==> config.mk <==
export PLATFORM = sky130hd
export DESIGN_NAME = sqtu_ctrl
export DESIGN_NICKNAME = d
export VERILOG_FILES = /design/src/design/sqtu_pkg.sv /design/src/design/sqtu_ctrl.sv
export SDC_FILE = /design/constraint.sdc
export NUM_CORES = 1
export LEC_CHECK = 0
export ABC_AREA = 1
export BUFFER_PORTS_ARGS = -buffer_cell sky130_fd_sc_hd__buf_2
export CAP_MARGIN = 15
export CELL_PAD_IN_SITES_DETAIL_PLACEMENT = 2
export CELL_PAD_IN_SITES_GLOBAL_PLACEMENT = 2
export CORE_MARGIN = 3
export CORE_UTILIZATION = 20
export CTS_CLUSTER_SIZE = 14
export DETAILED_ROUTE_END_ITERATION = 8
export GPL_ROUTABILITY_DRIVEN = 0
export HOLD_SLACK_MARGIN = 0.1
export PLACE_DENSITY_LB_ADDON = 0.1
export SLEW_MARGIN = 20
export SYNTH_ARGS = -nofsm -noshare
export SYNTH_HDL_FRONTEND = slang
export SYNTH_SLANG_ARGS = --single-unit
==> constraint.sdc <==
create_clock -name clk -period 1.6 [get_ports clk]
set_input_delay 0.24 -clock clk [delete_from_list [all_inputs] [get_ports clk]]
set_output_delay 0.24 -clock clk [all_outputs]
set_load 0.1 [all_outputs]
==> src/design/sqtu_pkg.sv <==
// Types, constants and helper functions of the SARSA Q table update block.
// No dependencies; imported by every module of the block but the RAM.
`default_nettype none

package sqtu_pkg;

  localparam int DIR_STATES  = 4;
  localparam int HEAD_STATES = 8;
  localparam int FOV_STATES  = 8;
  localparam int TABLE_DEPTH = DIR_STATES * HEAD_STATES * FOV_STATES;
  localparam int ADDR_W      = $clog2(TABLE_DEPTH);

  localparam int DATA_W    = 32;           // Q16.16 value
  localparam int FRAC_W    = 16;
  localparam int ONE_Q16   = 65536;
  localparam int CLEAR_STEP = ONE_Q16 / 2; // obstacle level divided by two
  localparam int COEF_W    = 17;           // Q1.16 alpha and gamma
  localparam int MB_W      = 18;           // narrow multiplier operand, signed
  localparam int PROD_W    = DATA_W + MB_W;
  localparam int ACC_W     = 36;
  localparam int IN_DATA_W = 56;
  localparam int CFG_IDX_W = 3;

  typedef enum logic [1:0] {
    REQ_READ   = 2'd0,
    REQ_LOAD   = 2'd1,
    REQ_UPDATE = 2'd2
  } req_t;

  typedef enum logic [CFG_IDX_W-1:0] {
    CFG_ENABLE      = 3'd0,
    CFG_W_DIR_ZERO  = 3'd1,
    CFG_W_DIR_OTHER = 3'd2,
    CFG_W_HEADING   = 3'd3,
    CFG_W_VIEW      = 3'd4,
    CFG_W_CLEARANCE = 3'd5,
    CFG_LEARN_RATE  = 3'd6,
    CFG_DISCOUNT    = 3'd7
  } cfg_idx_t;

  typedef enum logic [3:0] {
    ST_IDLE, ST_READ, ST_FETCH, ST_LOAD, ST_OFF,
    ST_REW0, ST_REW1, ST_REW2, ST_GAM, ST_SUM, ST_ALPHA, ST_FIN
  } state_t;

  typedef enum logic [2:0] {
    MUL_HEAD, MUL_VIEW, MUL_CLEAR, MUL_GAMMA, MUL_ALPHA
  } mul_sel_t;

  typedef enum logic [1:0] {
    ACC_HOLD, ACC_LOAD_DIR, ACC_ADD, ACC_TD
  } acc_op_t;

  typedef enum logic [1:0] {
    OUT_RAM, OUT_LOAD, OUT_ZERO, OUT_UPD
  } out_sel_t;

  // Input item as packed on the slave tdata bus (last member in the lowest bits).
  typedef struct packed {
    logic [5:0]               pad;
    logic signed [DATA_W-1:0] load_value;
    logic [2:0]               next_fov;
    logic [2:0]               next_head;
    logic [1:0]               next_dir;
    logic [1:0]               obstacle_level;
    logic [2:0]               state_fov;
    logic [2:0]               state_head;
    logic [1:0]               state_dir;
  } in_item_t;

  typedef struct packed {
    logic                     table_enable;
    logic signed [DATA_W-1:0] weight_dir_zero;
    logic signed [DATA_W-1:0] weight_dir_nonzero;
    logic signed [DATA_W-1:0] weight_heading;
    logic signed [DATA_W-1:0] weight_view;
    logic signed [DATA_W-1:0] weight_clearance;
    logic [COEF_W-1:0]        learn_rate;
    logic [COEF_W-1:0]        discount;
  } cfg_t;

  // Sequencer to datapath controls.
  typedef struct packed {
    logic     take_item;
    logic     rd_next;
    logic     mul_en;
    mul_sel_t mul_sel;
    acc_op_t  acc_op;
    logic     cap_q;
    logic     cap_qnext;
    logic     out_load;
    out_sel_t out_sel;
  } ctl_t;

  function automatic int clamp_idx(input int v, input int count);
    return (v >= count) ? count - 1 : v;
  endfunction

  function automatic logic [ADDR_W-1:0] entry_addr(input logic [1:0] d,
                                                   input logic [2:0] h,
                                                   input logic [2:0] f);
    int di;
    int hi;
    int fi;
    di = clamp_idx(int'(d), DIR_STATES);
    hi = clamp_idx(int'(h), HEAD_STATES);
    fi = clamp_idx(int'(f), FOV_STATES);
    return ADDR_W'((di * HEAD_STATES + hi) * FOV_STATES + fi);
  endfunction

  function automatic logic signed [MB_W-1:0] head_frac(input logic [2:0] h);
    int hi;
    hi = clamp_idx(int'(h), HEAD_STATES);
    return MB_W'((hi * ONE_Q16) / HEAD_STATES);
  endfunction

  function automatic logic signed [MB_W-1:0] fov_frac(input logic [2:0] f);
    int fi;
    fi = clamp_idx(int'(f), FOV_STATES);
    return MB_W'((fi * ONE_Q16) / FOV_STATES);
  endfunction

  function automatic logic signed [MB_W-1:0] clear_of(input logic [1:0] obs);
    return MB_W'(ONE_Q16 - int'(obs) * CLEAR_STEP);
  endfunction

  // Limit a Q1.16 coefficient to one.
  function automatic logic signed [MB_W-1:0] coef_of(input logic [COEF_W-1:0] c);
    return (c > COEF_W'(ONE_Q16)) ? MB_W'(ONE_Q16) : MB_W'(c);
  endfunction

  function automatic logic signed [DATA_W-1:0] sat32(input logic signed [ACC_W-1:0] v);
    if (&v[ACC_W-1:DATA_W-1] || ~|v[ACC_W-1:DATA_W-1]) begin
      return v[DATA_W-1:0];
    end else if (v[ACC_W-1]) begin
      return {1'b1, {(DATA_W-1){1'b0}}};
    end else begin
      return {1'b0, {(DATA_W-1){1'b1}}};
    end
  endfunction

endpackage

`default_nettype wire

==> src/design/sqtu_ctrl.sv <==
// Sequencer of the Q table update block: steps the shared multiplier and accumulator.
// Depends on sqtu_pkg.
`default_nettype none

module sqtu_ctrl import sqtu_pkg::*; (
  input  wire logic clk,
  input  wire logic rst,
  input  wire logic in_valid,
  input  wire logic [1:0] in_req,
  input  wire logic table_enable,
  input  wire logic out_free,
  output      logic in_ready,
  output      ctl_t ctl
);

  state_t state;
  state_t state_next;
  req_t   req;

  assign req = req_t'(in_req);

  always_ff @(posedge clk) begin
    if (rst) begin
      state <= ST_IDLE;
    end else begin
      state <= state_next;
    end
  end

  always_comb begin
    state_next = state;
    unique case (state)
      ST_IDLE: begin
        if (in_valid) begin
          if (req == REQ_LOAD) begin
            state_next = ST_LOAD;
          end else if (!table_enable) begin
            state_next = ST_OFF;
          end else if (req == REQ_UPDATE) begin
            state_next = ST_REW0;
          end else begin
            state_next = ST_READ;
          end
        end
      end
      ST_READ:  state_next = ST_FETCH;
      ST_REW0:  state_next = ST_REW1;
      ST_REW1:  state_next = ST_REW2;
      ST_REW2:  state_next = ST_GAM;
      ST_GAM:   state_next = ST_SUM;
      ST_SUM:   state_next = ST_ALPHA;
      ST_ALPHA: state_next = ST_FIN;
      ST_FETCH, ST_LOAD, ST_OFF, ST_FIN: begin
        if (out_free) begin
          state_next = ST_IDLE;
        end
      end
      default: state_next = ST_IDLE;
    endcase
  end

  always_comb begin
    in_ready      = 1'b0;
    ctl           = '0;
    ctl.mul_sel   = MUL_HEAD;
    ctl.acc_op    = ACC_HOLD;
    ctl.out_sel   = OUT_RAM;
    unique case (state)
      ST_IDLE: begin
        in_ready      = 1'b1;
        ctl.take_item = in_valid;
      end
      ST_READ: begin
      end
      ST_FETCH: begin
        ctl.out_load = out_free;
        ctl.out_sel  = OUT_RAM;
      end
      ST_LOAD: begin
        ctl.out_load = out_free;
        ctl.out_sel  = OUT_LOAD;
      end
      ST_OFF: begin
        ctl.out_load = out_free;
        ctl.out_sel  = OUT_ZERO;
      end
      ST_REW0: begin
        ctl.mul_en  = 1'b1;
        ctl.mul_sel = MUL_HEAD;
        ctl.acc_op  = ACC_LOAD_DIR;
      end
      ST_REW1: begin
        ctl.mul_en  = 1'b1;
        ctl.mul_sel = MUL_VIEW;
        ctl.acc_op  = ACC_ADD;
        ctl.rd_next = 1'b1;
        ctl.cap_q   = 1'b1;
      end
      ST_REW2: begin
        ctl.mul_en    = 1'b1;
        ctl.mul_sel   = MUL_CLEAR;
        ctl.acc_op    = ACC_ADD;
        ctl.cap_qnext = 1'b1;
      end
      ST_GAM: begin
        ctl.mul_en  = 1'b1;
        ctl.mul_sel = MUL_GAMMA;
        ctl.acc_op  = ACC_ADD;
      end
      ST_SUM: begin
        ctl.acc_op = ACC_TD;
      end
      ST_ALPHA: begin
        ctl.mul_en  = 1'b1;
        ctl.mul_sel = MUL_ALPHA;
      end
      ST_FIN: begin
        ctl.out_load = out_free;
        ctl.out_sel  = OUT_UPD;
      end
      default: begin
      end
    endcase
  end

endmodule

`default_nettype wire

* Yosys cells after proc, flatten, opt, wreduce, memory -nomap -nowiden
Cells that the tools add are included.
** Storage, ports and cells
- Bits in registers :: 4
- Input bits :: 7
- Output and inout bits :: 14
- Word-level logic and storage cells :: 33
** Cells by class
- Equal/unequal tests :: 15
- Mux-type cells :: 13
- Reduce and logical (&&, ||, !) cells :: 4
** Operators by type and width (count)
- one-hot mux 4 bit (9 select lines) :: 1
- one-hot mux 4 bit (5 select lines) :: 1
- == test 4 x 3 -> 1 bit (second input constant) :: 4
- == test 4 bit (second input constant) :: 4
- one-hot mux 3 bit (4 select lines) :: 1
- two-way mux 3 bit :: 3
- == test 4 x 2 -> 1 bit (second input constant) :: 2
- two-way mux 4 bit :: 2
- one-hot mux 2 bit (3 select lines) :: 1
- == test 4 x 1 -> 1 bit (second input constant) :: 1
- zero test 4 bit :: 1
- two-way mux 1 bit :: 4
- != test 2 bit (second input constant) :: 2
- OR reduction 4 bit :: 1
- OR reduction 3 bit :: 1
- == test 2 x 1 -> 1 bit (second input constant) :: 1
- == test 2 bit (second input constant) :: 1
- AND reduction 2 bit :: 1

* Depth between registers and ports, before layout
- Depth after elaboration :: 6
- Depth in mapped cells :: 9
- Gate-level depth less buffers :: 9

* Least setup slack after synthesis
OpenSTA, ideal clock, no wires.
- Path kind :: register to output
- Start :: reg state[0]
- End :: out ctl[8] (netlist bit)
- Arrival :: 2.609 ns
- Required time :: 1.360 ns
- Path slack :: -1.249 ns
- Stages on the path, launching flop included :: 5
- Path buffers :: 0
- Cells stage by stage :: dfxtp_1 nand2_1 nor3_2 inv_1 nand2_1
** RTL lines
- from (decl) :: RTL line sqtu_ctrl.sv:16 : state_t state;
- from (signal assigned) :: RTL line sqtu_ctrl.sv:26 : state <= state_next;
- to (decl) :: RTL line sqtu_ctrl.sv:13 : output ctl_t ctl

==> impl_metrics.env <==
export IMPL_first_global_vias=683
export IMPL_path_class="reg -> out"
export IMPL_largest_reg_flops=4
export IMPL_wire_per_inst_um=14.2
export IMPL_layout_common_cells="17 x nand2_1, 13 x buf_12, 12 x nor2_1"
export IMPL_fin_skew_ns=0.00686
export IMPL_dieArea_um2=2870
export IMPL_crit_chain="buf_4, nor2_4, nand2_2, nand2_2, buf_12"
export IMPL_drc=0
export IMPL_synth_top_area_cell="nand2_1"
export IMPL_slowest_delay_ns=0.35
export IMPL_grt_total_usage_pct=15.3
export IMPL_crit_path_start="state[2]"
export IMPL_clk_latency_ns=0.24
export IMPL_stdcell_count=141
export IMPL_dp_slack_ns=0.0396
export IMPL_syn_to_final_growth_pct=119
export IMPL_fin_ws_ns=0.00176
export IMPL_ys_warn_count=0
export IMPL_seq_area_frac_synth_pct=17.7
export IMPL_grt_overflow=0
export IMPL_critPathRequiredTime_ns=1.36
export IMPL_ant_nets=0
export IMPL_startpoint_type="flop"
export IMPL_cts_buffers=3
export IMPL_crit_buf_inv=2
export IMPL_ys_types=15
export IMPL_routed_via_density=4.52
export IMPL_critPathArrivalTime_ns=1.36
export IMPL_status="finished clean"
export IMPL_rsz0062_at_grt="yes"
export IMPL_fin_util_pct=48.6
export IMPL_die_h_um=53.6
export IMPL_ys_ff_latch=4
export IMPL_max_freq_mhz=626
export IMPL_synth_avg_cell_area_um2=5.52
export IMPL_setup_viol=0
export IMPL_largestRegisters="state (4)"
export IMPL_min_path_type="in -> reg"
export IMPL_start_util_pct=22.2
export IMPL_nNetsFinal=122
export IMPL_diodes=0
export IMPL_cts_sinks=4
export IMPL_setup_tns_ns=0
export IMPL_grt_pass1_wl_um=3150
export IMPL_min_period_over_period_pct=99.9
export IMPL_final_common_cell="nand2_1"
export IMPL_wirelength_um=2000
export IMPL_cts_root_buf="clkbuf_4"
export IMPL_die_w_um=53.6
export IMPL_synth_top_cells_by_area="nand2_1 22%, dfxtp_1 18%, nor2_1 14%"
export IMPL_via_count=638
export IMPL_crit_fanout=6
export IMPL_slew_violations=0
export IMPL_cp_slowest_cell="dfxtp_4"
export IMPL_endpoint="ctl[7]"
export IMPL_min_period_ns=1.60
export IMPL_rows=16
export IMPL_synth_fp_nets=89
export IMPL_io_pins=21
export IMPL_drtIter0Drc=4
export IMPL_slew_headroom_pct=68.0
export IMPL_drive_gt1_share_pct=57.0
export IMPL_end_kind="primary output"
export IMPL_antenna_found_initial=0
export IMPL_tightest_slew_ns=0.483
export IMPL_cp_depth=5
export IMPL_core_um2=2040
export IMPL_r2r_start="state[0]"
export IMPL_critPathTopFamily="simple AND/OR/NAND/NOR gates"
export IMPL_rr_worst_depth=9
export IMPL_drt_first_pass_iters=2
export IMPL_regMostFlops="state"
export IMPL_grt_max_degree=8
export IMPL_syn_area_um2=453
export IMPL_hold_viol=0
export IMPL_dp_cells=128
export IMPL_cts_tree="yes"
export IMPL_syn_inst=82
export IMPL_maxCapViolCount=0
export IMPL_path_common_cell="nand2_2"
export IMPL_dpl_hpwl_um=1540
export IMPL_htree_num_levels=1
export IMPL_clk_pin_slew_ns=0.04
export IMPL_numPortBuffers=20
export IMPL_synth_top_area_share_pct=21.5
export IMPL_clock_path_buffers=2
export IMPL_rr_endpoint="state[2]"
export IMPL_rrSetupSlack_ns=0.10
-- worst reg2reg max path: stages, from the launching register on --
cell     delay, ns
dfxtp_4       0.42
nand4_1       0.23
buf_4         0.22
buf_4         0.13
nand3_2       0.07
nand2_4       0.08
nand2_1       0.09
nand2_1       0.05
nand2_1       0.05
nor2_1        0.04
-- worst min-delay path by stage --
| stage | end | startpoint | cells after the start |
|---|---|---|---|
| after floorplan | state[0] | rst | 3 |
| after global placement | state[0] | rst | 4 |
| after detailed placement | state[0] | rst | 4 |
| after CTS | state[1] | rst | 4 |
| after global routing | state[2] | rst | 4 |
| final | state[1] | rst | 4 |
-- per-stage QoR --
stage | hold slack, ns | area [µm²]
after floorplan | 0.410 | 546
after global placement | 0.529 | 863
after detailed placement | 0.527 | 863
after CTS | 0.270 | 941
after global routing | 0.321 | 992
final | 0.277 | 992
-- cells in the mapped netlist (all sizes together) --
library cell	number
nand2	29
nor2	20
inv	13
nand3	6
a21oi	4
dfxtp	4
o21ai	2
a31oi	1
buf	1
nand4	1
nor3	1
-- timing repair --
| item | 4_1_cts | 5_1_grt |
|---|---|---|
| hold buffers | 0 | 0 |
| pin swaps | 4 | 5 |
| resized for setup | 6 | 8 |
| endpoints found under the setup margin | 11 | 12 |
| buffers inserted | 5 | 4 |
| cloned | 0 | 0 |
-- metal layers --
| metal | track usage [%] | up-vias | part of all wire, % |
|---|---|---|---|
| met5 | 0 | - | 0 |
| met4 | 6.38 | 0 | 0.35 |
| met3 | 1.11 | 2 | 2.0 |
| met2 | 28.8 | 12 | 55 |
| met1 | 17.6 | 307 | 42 |
| li1 | - | 317 | - |
-- final cells by class --
type	count	area, µm²
repair buffers	29	367
multi-input cells	64	412
flip-flops and latches	4	95.1
fillers	226	1050
clock buffers	4	26.3
well taps	27	33.8
inverters	13	58.8
-- kinds of logic after synthesis --
family / after synthesis / synth area share (%)
buffers and inverters: 14 / 12.4
AND/OR/NAND/NOR: 57 / 61.9
flip-flops: 4 / 17.7
AO/OA/AOI/OAI: 7 / 8.01
Power is left out: the tool's default activity adds up to more than one toggle a clock period on the data nets, which glitch-free logic cannot reach.
