$ cat src/design/sqtu_pkg.sv
// Types, constants and helper functions of the SARSA Q table update block.
// No dependencies; imported by every module of the block but the RAM.
`default_nettype none

package sqtu_pkg;

  localparam int DIR_STATES  = 4;
  localparam int HEAD_STATES = 8;
  localparam int FOV_STATES  = 8;
  localparam int TABLE_DEPTH = DIR_STATES * HEAD_STATES * FOV_STATES;
  localparam int ADDR_W      = $clog2(TABLE_DEPTH);

  localparam int DATA_W    = 32;           // Q16.16 value
  localparam int FRAC_W    = 16;
  localparam int ONE_Q16   = 65536;
  localparam int CLEAR_STEP = ONE_Q16 / 2; // obstacle level divided by two
  localparam int COEF_W    = 17;           // Q1.16 alpha and gamma
  localparam int MB_W      = 18;           // narrow multiplier operand, signed
  localparam int PROD_W    = DATA_W + MB_W;
  localparam int ACC_W     = 36;
  localparam int IN_DATA_W = 56;
  localparam int CFG_IDX_W = 3;

  typedef enum logic [1:0] {
    REQ_READ   = 2'd0,
    REQ_LOAD   = 2'd1,
    REQ_UPDATE = 2'd2
  } req_t;

  typedef enum logic [CFG_IDX_W-1:0] {
    CFG_ENABLE      = 3'd0,
    CFG_W_DIR_ZERO  = 3'd1,
    CFG_W_DIR_OTHER = 3'd2,
    CFG_W_HEADING   = 3'd3,
    CFG_W_VIEW      = 3'd4,
    CFG_W_CLEARANCE = 3'd5,
    CFG_LEARN_RATE  = 3'd6,
    CFG_DISCOUNT    = 3'd7
  } cfg_idx_t;

  typedef enum logic [3:0] {
    ST_IDLE, ST_READ, ST_FETCH, ST_LOAD, ST_OFF,
    ST_REW0, ST_REW1, ST_REW2, ST_GAM, ST_SUM, ST_ALPHA, ST_FIN
  } state_t;

  typedef enum logic [2:0] {
    MUL_HEAD, MUL_VIEW, MUL_CLEAR, MUL_GAMMA, MUL_ALPHA
  } mul_sel_t;

  typedef enum logic [1:0] {
    ACC_HOLD, ACC_LOAD_DIR, ACC_ADD, ACC_TD
  } acc_op_t;

  typedef enum logic [1:0] {
    OUT_RAM, OUT_LOAD, OUT_ZERO, OUT_UPD
  } out_sel_t;

  // Input item as packed on the slave tdata bus (last member in the lowest bits).
  typedef struct packed {
    logic [5:0]               pad;
    logic signed [DATA_W-1:0] load_value;
    logic [2:0]               next_fov;
    logic [2:0]               next_head;
    logic [1:0]               next_dir;
    logic [1:0]               obstacle_level;
    logic [2:0]               state_fov;
    logic [2:0]               state_head;
    logic [1:0]               state_dir;
  } in_item_t;

  typedef struct packed {
    logic                     table_enable;
    logic signed [DATA_W-1:0] weight_dir_zero;
    logic signed [DATA_W-1:0] weight_dir_nonzero;
    logic signed [DATA_W-1:0] weight_heading;
    logic signed [DATA_W-1:0] weight_view;
    logic signed [DATA_W-1:0] weight_clearance;
    logic [COEF_W-1:0]        learn_rate;
    logic [COEF_W-1:0]        discount;
  } cfg_t;

  // Sequencer to datapath controls.
  typedef struct packed {
    logic     take_item;
    logic     rd_next;
    logic     mul_en;
    mul_sel_t mul_sel;
    acc_op_t  acc_op;
    logic     cap_q;
    logic     cap_qnext;
    logic     out_load;
    out_sel_t out_sel;
  } ctl_t;

  function automatic int clamp_idx(input int v, input int count);
    return (v >= count) ? count - 1 : v;
  endfunction

  function automatic logic [ADDR_W-1:0] entry_addr(input logic [1:0] d,
                                                   input logic [2:0] h,
                                                   input logic [2:0] f);
    int di;
    int hi;
    int fi;
    di = clamp_idx(int'(d), DIR_STATES);
    hi = clamp_idx(int'(h), HEAD_STATES);
    fi = clamp_idx(int'(f), FOV_STATES);
    return ADDR_W'((di * HEAD_STATES + hi) * FOV_STATES + fi);
  endfunction

  function automatic logic signed [MB_W-1:0] head_frac(input logic [2:0] h);
    int hi;
    hi = clamp_idx(int'(h), HEAD_STATES);
    return MB_W'((hi * ONE_Q16) / HEAD_STATES);
  endfunction

  function automatic logic signed [MB_W-1:0] fov_frac(input logic [2:0] f);
    int fi;
    fi = clamp_idx(int'(f), FOV_STATES);
    return MB_W'((fi * ONE_Q16) / FOV_STATES);
  endfunction

  function automatic logic signed [MB_W-1:0] clear_of(input logic [1:0] obs);
    return MB_W'(ONE_Q16 - int'(obs) * CLEAR_STEP);
  endfunction

  // Limit a Q1.16 coefficient to one.
  function automatic logic signed [MB_W-1:0] coef_of(input logic [COEF_W-1:0] c);
    return (c > COEF_W'(ONE_Q16)) ? MB_W'(ONE_Q16) : MB_W'(c);
  endfunction

  function automatic logic signed [DATA_W-1:0] sat32(input logic signed [ACC_W-1:0] v);
    if (&v[ACC_W-1:DATA_W-1] || ~|v[ACC_W-1:DATA_W-1]) begin
      return v[DATA_W-1:0];
    end else if (v[ACC_W-1]) begin
      return {1'b1, {(DATA_W-1){1'b0}}};
    end else begin
      return {1'b0, {(DATA_W-1){1'b1}}};
    end
  endfunction

endpackage

`default_nettype wire

$ cat src/design/sqtu_datapath.sv
// Datapath of the Q table update block: item hold, shared multiplier, accumulator
// and result register. Depends on sqtu_pkg.
`default_nettype none

module sqtu_datapath import sqtu_pkg::*; (
  input  wire logic                     clk,
  input  wire logic                     rst,
  input  wire ctl_t                     ctl,
  input  wire cfg_t                     cfg,
  input  wire logic [IN_DATA_W-1:0]     in_data,
  input  wire logic                     in_last,
  input  wire logic                     out_ready,
  input  wire logic [DATA_W-1:0]        rdata,
  output      logic [ADDR_W-1:0]        raddr,
  output      logic [ADDR_W-1:0]        waddr,
  output      logic [DATA_W-1:0]        wdata,
  output      logic                     out_valid,
  output      logic [DATA_W-1:0]        out_data,
  output      logic                     out_status
);

  in_item_t                 item;
  logic                     terminal;
  logic signed [DATA_W-1:0] q_cur;
  logic signed [DATA_W-1:0] q_next;
  logic signed [PROD_W-1:0] prod;
  logic signed [ACC_W-1:0]  acc;

  logic [ADDR_W-1:0]        cur_addr;
  logic [ADDR_W-1:0]        next_addr;
  logic signed [DATA_W-1:0] mul_a;
  logic signed [MB_W-1:0]   mul_b;
  logic signed [ACC_W-1:0]  prod_drop;
  logic signed [DATA_W-1:0] td;
  logic signed [DATA_W-1:0] upd_result;

  assign cur_addr  = entry_addr(item.state_dir, item.state_head, item.state_fov);
  assign next_addr = entry_addr(item.next_dir, item.next_head, item.next_fov);
  assign raddr     = ctl.rd_next ? next_addr : cur_addr;
  assign waddr     = cur_addr;

  // Floor of the product over 2^16.
  assign prod_drop  = ACC_W'(prod >>> FRAC_W);
  assign td         = sat32(acc);
  assign upd_result = sat32(ACC_W'(q_cur) + prod_drop);
  assign wdata      = (ctl.out_sel == OUT_LOAD) ? item.load_value : upd_result;

  always_comb begin
    case (ctl.mul_sel)
      MUL_HEAD: begin
        mul_a = cfg.weight_heading;
        mul_b = head_frac(item.state_head);
      end
      MUL_VIEW: begin
        mul_a = cfg.weight_view;
        mul_b = fov_frac(item.state_fov);
      end
      MUL_CLEAR: begin
        mul_a = cfg.weight_clearance;
        mul_b = clear_of(item.obstacle_level);
      end
      MUL_GAMMA: begin
        mul_a = q_next;
        mul_b = coef_of(cfg.discount);
      end
      MUL_ALPHA: begin
        mul_a = td;
        mul_b = coef_of(cfg.learn_rate);
      end
      default: begin
        mul_a = '0;
        mul_b = '0;
      end
    endcase
  end

  always_ff @(posedge clk) begin
    if (ctl.take_item) begin
      item     <= in_item_t'(in_data);
      terminal <= in_last;
    end
    if (ctl.cap_q) begin
      q_cur <= rdata;
    end
    if (ctl.cap_qnext) begin
      q_next <= terminal ? '0 : rdata;
    end
    if (ctl.mul_en) begin
      prod <= mul_a * mul_b;
    end
    case (ctl.acc_op)
      ACC_LOAD_DIR: begin
        acc <= (item.state_dir == '0) ? ACC_W'(cfg.weight_dir_zero)
                                      : ACC_W'(cfg.weight_dir_nonzero);
      end
      ACC_ADD: acc <= acc + prod_drop;
      // reward saturates first, then the temporal difference is formed
      ACC_TD:  acc <= ACC_W'(sat32(acc)) + prod_drop - ACC_W'(q_cur);
      default: acc <= acc;
    endcase
  end

  always_ff @(posedge clk) begin
    if (rst) begin
      out_valid <= 1'b0;
    end else if (ctl.out_load) begin
      out_valid <= 1'b1;
    end else if (out_ready) begin
      out_valid <= 1'b0;
    end
  end

  always_ff @(posedge clk) begin
    if (ctl.out_load) begin
      case (ctl.out_sel)
        OUT_RAM: begin
          out_data   <= rdata;
          out_status <= 1'b0;
        end
        OUT_LOAD: begin
          out_data   <= item.load_value;
          out_status <= 1'b0;
        end
        OUT_ZERO: begin
          out_data   <= '0;
          out_status <= 1'b1;
        end
        default: begin
          out_data   <= upd_result;
          out_status <= 1'b0;
        end
      endcase
    end
  end

endmodule

`default_nettype wire

$ cat config.mk
export PLATFORM = sky130hd
export DESIGN_NAME = sqtu_datapath
export DESIGN_NICKNAME = d
export VERILOG_FILES = /design/src/design/sqtu_pkg.sv /design/src/design/sqtu_datapath.sv
export SDC_FILE = /design/constraint.sdc
export NUM_CORES = 2
export LEC_CHECK = 0
export BUFFER_PORTS_ARGS = -buffer_cell sky130_fd_sc_hd__buf_2
export CAP_MARGIN = 20
export CORE_ASPECT_RATIO = 1.1
export CORE_UTILIZATION = 58
export DETAILED_ROUTE_END_ITERATION = 12
export PLACE_DENSITY_LB_ADDON = 0.05
export SLEW_MARGIN = 20
export SYNTH_ARGS = -nofsm -noshare
export SYNTH_HDL_FRONTEND = slang
export SYNTH_SLANG_ARGS = --single-unit
$ cat constraint.sdc
create_clock -name clk -period 28.7 [get_ports clk]
set_input_delay 5.74 -clock clk [delete_from_list [all_inputs] [get_ports clk]]
set_output_delay 5.74 -clock clk [all_outputs]
set_load 0.01 [all_outputs]
# After elaboration in Yosys (flattened, before gate mapping)
# Cells that the tools add are included.
# classes
addsub	9
multipliers	1
n_div	0
n_lt_le_gt_ge	2
n_eq_ne	9
shift	0
mux	17
n_bitwise	0
n_reduce_logical	13
# op_table
op	count
32-bit 2-to-1 mux	6
32-bit one-hot mux with 5 select lines	1
36-bit one-hot mux with 3 select lines	1
32-bit one-hot mux with 3 select lines	1
18-bit one-hot mux with 5 select lines	1
32-bit by 34-bit adder with 35-bit output	2
32-bit by 18-bit multiplier with 50-bit output	1
36-bit by 34-bit adder with 36-bit output	1
36-bit 2-to-1 mux	1
35-bit by 32-bit subtractor with 36-bit output	1
17-bit > comparator, second input constant	2
17-bit 2-to-1 mux	2
17-bit by 17-bit subtractor with 18-bit output, first input constant	1
8-bit by 3-bit adder with 8-bit output	2
5-bit by 3-bit adder with 5-bit output	2
5-bit AND reduction	2
5-bit OR reduction	2
8-bit 2-to-1 mux	1
2-bit == test, second input constant	3
3-bit by 2-bit == test with 1-bit output, second input constant	2
2-bit by 1-bit == test with 1-bit output, second input constant	2
2-bit zero test	2
3-bit by 1-bit == test with 1-bit output, second input constant	1
3-bit == test, second input constant	1
6 further kinds	10
# word_totals
ff_bits	235
latchBits	0
ram_bits	0
romBits	0
inputBits	300
out_inout_bits	82
word_cells	67
mem_count	0

# Depth between registers and ports, before layout
# depth
word_depth	8
mapped_depth	34
depth_no_buf	32

# Least setup slack after synthesis
# OpenSTA, ideal clock, no wires.
# synth_path
kind	input to register
from	input ctl[9] in the netlist's numbering
to	register prod[43], data pin
setup_time_ns	0.258
t_arrival_ns	13.286
t_required_ns	28.442
path_slack_ns	15.156
path_stages	33
path_buffers	6
cell_sequence	buf_4 or3b_1 clkbuf_1 a21oi_1 clkbuf_1 a22o_1 clkbuf_1 clkbuf_1 nand2_1 fa_1 inv_1 fa_1 inv_1 fa_1 inv_1 fa_1 fa_1 inv_1 fa_1 inv_1 ha_1 clkbuf_1 and4_1 a211oi_1 o21ai_0 nand3_1 o211a_1 a211o_1 o21bai_1 o41ai_2 o21bai_1 a21oi_1 xnor2_1
# synth_via
elab_chain_len	3
word_cells_on_any_way	8
cone_classes	1 x mul; 4 x eq/ne; 2 x mux; 1 x reduce/logical
# synth_lines
element	line	rtl
from (decl)	sqtu_datapath.sv:8	input wire ctl_t ctl,
3-bit == test (tied with other cells)	sqtu_datapath.sv:49	case (ctl.mul_sel)
32-bit one-hot mux with 5 select lines / 18-bit one-hot mux with 5 select lines (equally long branches)	sqtu_datapath.sv:49	
32-bit by 18-bit multiplier with 50-bit output (*)	sqtu_datapath.sv:89	prod <= mul_a * mul_b;
to (signal assigned)	sqtu_datapath.sv:89	
to (decl)	sqtu_datapath.sv:26	logic signed [PROD_W-1:0] prod;
# Every way passes the cells marked *; elsewhere a longest branch is shown, timed or not.
# A chain may end at the register's enable or synchronous reset.

# Worst setup path after layout
# layout_path
from	input ctl[7] in the netlist's numbering
to	register prod[43], data pin
# Same word-level chain as after synthesis.

==> impl_results.md <==
* Share of layout cells above drive strength 1 at 13.4%
* Initial Utilization at 58.9%
* Hold_sp: out_valid
* Worst r2r src: acc[33]
* CP startpoint: ctl[7]
* # fillers at 5,308
* Overall routed net length at 109,000 um
* Core Region at 61,500 um^2
* # DRC at 0
* IO Count at 382
* Net Count, Synth at 5,038
* Status: complete, no violations
* RR Endpoint: prod[43]
* Synthesized flop and latch total at 219
* Largest cells by area after synthesis: fa_1, edfxtp_1, ha_1, inv_1, nand2_1
* CP Max Fanout at 32
* Rows at 95
* TNS Setup at 0 ps
* Mean number of vias per cell at 5.72
* Max VDD drop at 0.0766 mV
* Synth top area share at 32.6%
* Critical path destination: prod[43]
* Fin crit share at 53.1%
* CP Class: in2reg
* Cell Pwr Density at 80.4 nW/um^2
* CP Capture Type: flip-flop
* Number of port buffers at 374
* Max Clk Rate at 0.0657 GHz
* Vias in the first global route at 29,974
* Fin crit period at 15,230 ps
* CTS root buf: clkbuf_16
* Final Setup Violations at 0
* Synthesis-to-layout area growth at 10.1%
* Nets at 5,348
* Routed vias at 28,842
* First-pass DRT Iterations at 5
* Pin count of the biggest net entering global routing at 52
* Final Skew at 12.3 ps
* GP Congestion at 0.953
* Die ar. at 63,400 um^2
* Worst-path clk slew at 60 ps
* Most Frequent Cell on Critical Path: fa_1
* Mapped Cells at 3,895
* Ys async rst share at 0%
* Max clock buf depth at 3
* RSZ-0062 raised after global routing: false
* CTS tree: yes
* # H-tree levels at 1
* Pleak at 19.5 nW
* Max-cap violations at 0
* Post-route ant nets at 0
* Rel. slew slack at 26.4%
* GRT Overall Usage at 35.2%
* CP max-delay cell: a211oi_1
* Sequential fraction of the synthesis area at 18.1%
* Top-count cell post-synth: inv_1
* Arrival @ worst endpoint at 15,500 ps
* Initial antenna violation count at 5
* Final slew viol count at 0
* DR iter-0 viols at 2,061
* # resized after CTS at 0
* Die height at 264 um
* Mapped Area at 36,200 um^2
* Worst Tran Pin Value at 1100 ps
* Num Clock Sinks at 219
* R2r setup slk at 19,030 ps
* Total CTS buffers at 23
* Dpl hpwl at 88,500 um
* CP required at 28,970 ps
* # Post-CTS Setup Buffers at 0
* Post-layout util at 64.9%
* First-pass GRT wire length at 168,000 um
* Mapped Avg Cell Area at 9.30 um^2
* Final Hold Violating Endpoints at 0
* Wire per inst at 21.5 um
* Most common library cells after synthesis: inv_1, fa_1, nand2_1
* Crit start category: primary input
* Yosys warns at 0
* Worst-case reg-to-reg path depth at 29
* Hold-fix buffers, CTS at 0
* Grt total ovfl at 0
* Hold WC Path Type: reg2reg
* Clock Latency Late Sink at 540 ps
* Die Span X at 240 um
* Synth cell types at 83
* Largest stage delay on the critical path at 870 ps
* Post-synth EDFFs at 218
* Prevailing post-synth register cell: edfxtp_1
* Yosys top cell by area: fa_1
-- cell usage in the layout, fill, tap and decap left out, drive strengths merged, types with 26 or more instances in the layout --
| master | instances |
|---|---|
| xnor2 | 84 |
| buf | 451 |
| a21o | 64 |
| clkbuf | 26 |
| o21a | 26 |
| a221oi | 35 |
| nand3 | 26 |
| edfxtp | 218 |
| nor2b | 90 |
| a21oi | 168 |
| nor2 | 279 |
| a22o | 44 |
| o21ai | 112 |
| xor2 | 51 |
| ha | 254 |
| inv | 791 |
| nor3 | 35 |
| a211oi | 37 |
| mux2i | 61 |
| fa | 589 |
| nand2 | 463 |
-- where the power goes --
| part | internal (mW) | switching (mW) | leakage (nW) |
|---|---|---|---|
| sequential | 0.465 | 0.0846 | 2.19 |
| clock | 0.177 | 0.139 | 0.368 |
| combinational | 0.943 | 1.40 | 16.9 |
-- logic make-up after synthesis --
logic type                 synth area share, %
AOI/OAI and AO/OA                         12.8
buffers and inverters                     10.0
and+or+nand+nor                           12.2
adders and majority gates                 41.3
xor gates and xnor gates                  3.26
muxes                                     2.18
DFF                                       18.1
-- stage by stage --
step	cells	instance area, um^2	hold slack, ps	worst slack, ps	power, mW
after detailed placement	5004	39100	475	13060	2.84
after global routing	5046	39900	535	13020	3.48
after CTS	5045	39900	492	13590	3.18
after floorplan	3895	36200	521	15160	2.24
final	5046	39900	489	13470	3.21
after global placement	5004	39100	463	13160	2.83
-- sequential cells by signal, summed over array words and instances (netlist names) --
signal      count
q_next         32
q_cur          32
out_valid       1
terminal        1
acc            36
prod           34
out_data       32
out_status      1
item           50
-- worst min-delay path by stage --
stage | endpoint | slack [ps] | cells past startpoint
final | out_valid | 490 | 2
after detailed placement | out_valid | 480 | 2
after global placement | out_valid | 460 | 2
after floorplan | out_valid | 520 | 2
after global routing | out_valid | 540 | 2
after CTS | out_valid | 490 | 2
-- worst max-delay path, delay by kind of cell --
family	cells	cell delay, ps
AO/OA/AOI/OAI	12	4460
XOR/XNOR	1	110
adder cells (fa/ha/maj)	7	3370
buffers and inverters	6	1210
AND/OR/NAND/NOR	3	510
-- layout make-up --
cell class              instances  area (um^2)  area share, %
flip-flops and latches        219         6570           16.5
well taps                     824         1030           2.59
clock buffers                  26          587           1.47
multi-input cells            2723        26100           65.5
diodes                          1         2.50        0.00628
clock inverters                15          179          0.449
repair buffers                451         2450           6.14
inverters                     787         2950           7.41
-- metal layers --
layer	wire (um)	share of wire, %	GRT usage [%]	vias up
met3	8750	8.0	5.28	221
met4	4710	4.3	13.6	8
li1	-	-	-	13122
met5	55	0.051	0	-
met2	52200	48	58.9	1212
met1	43000	40	45.9	14279
(Power assumes the default switching activity.)
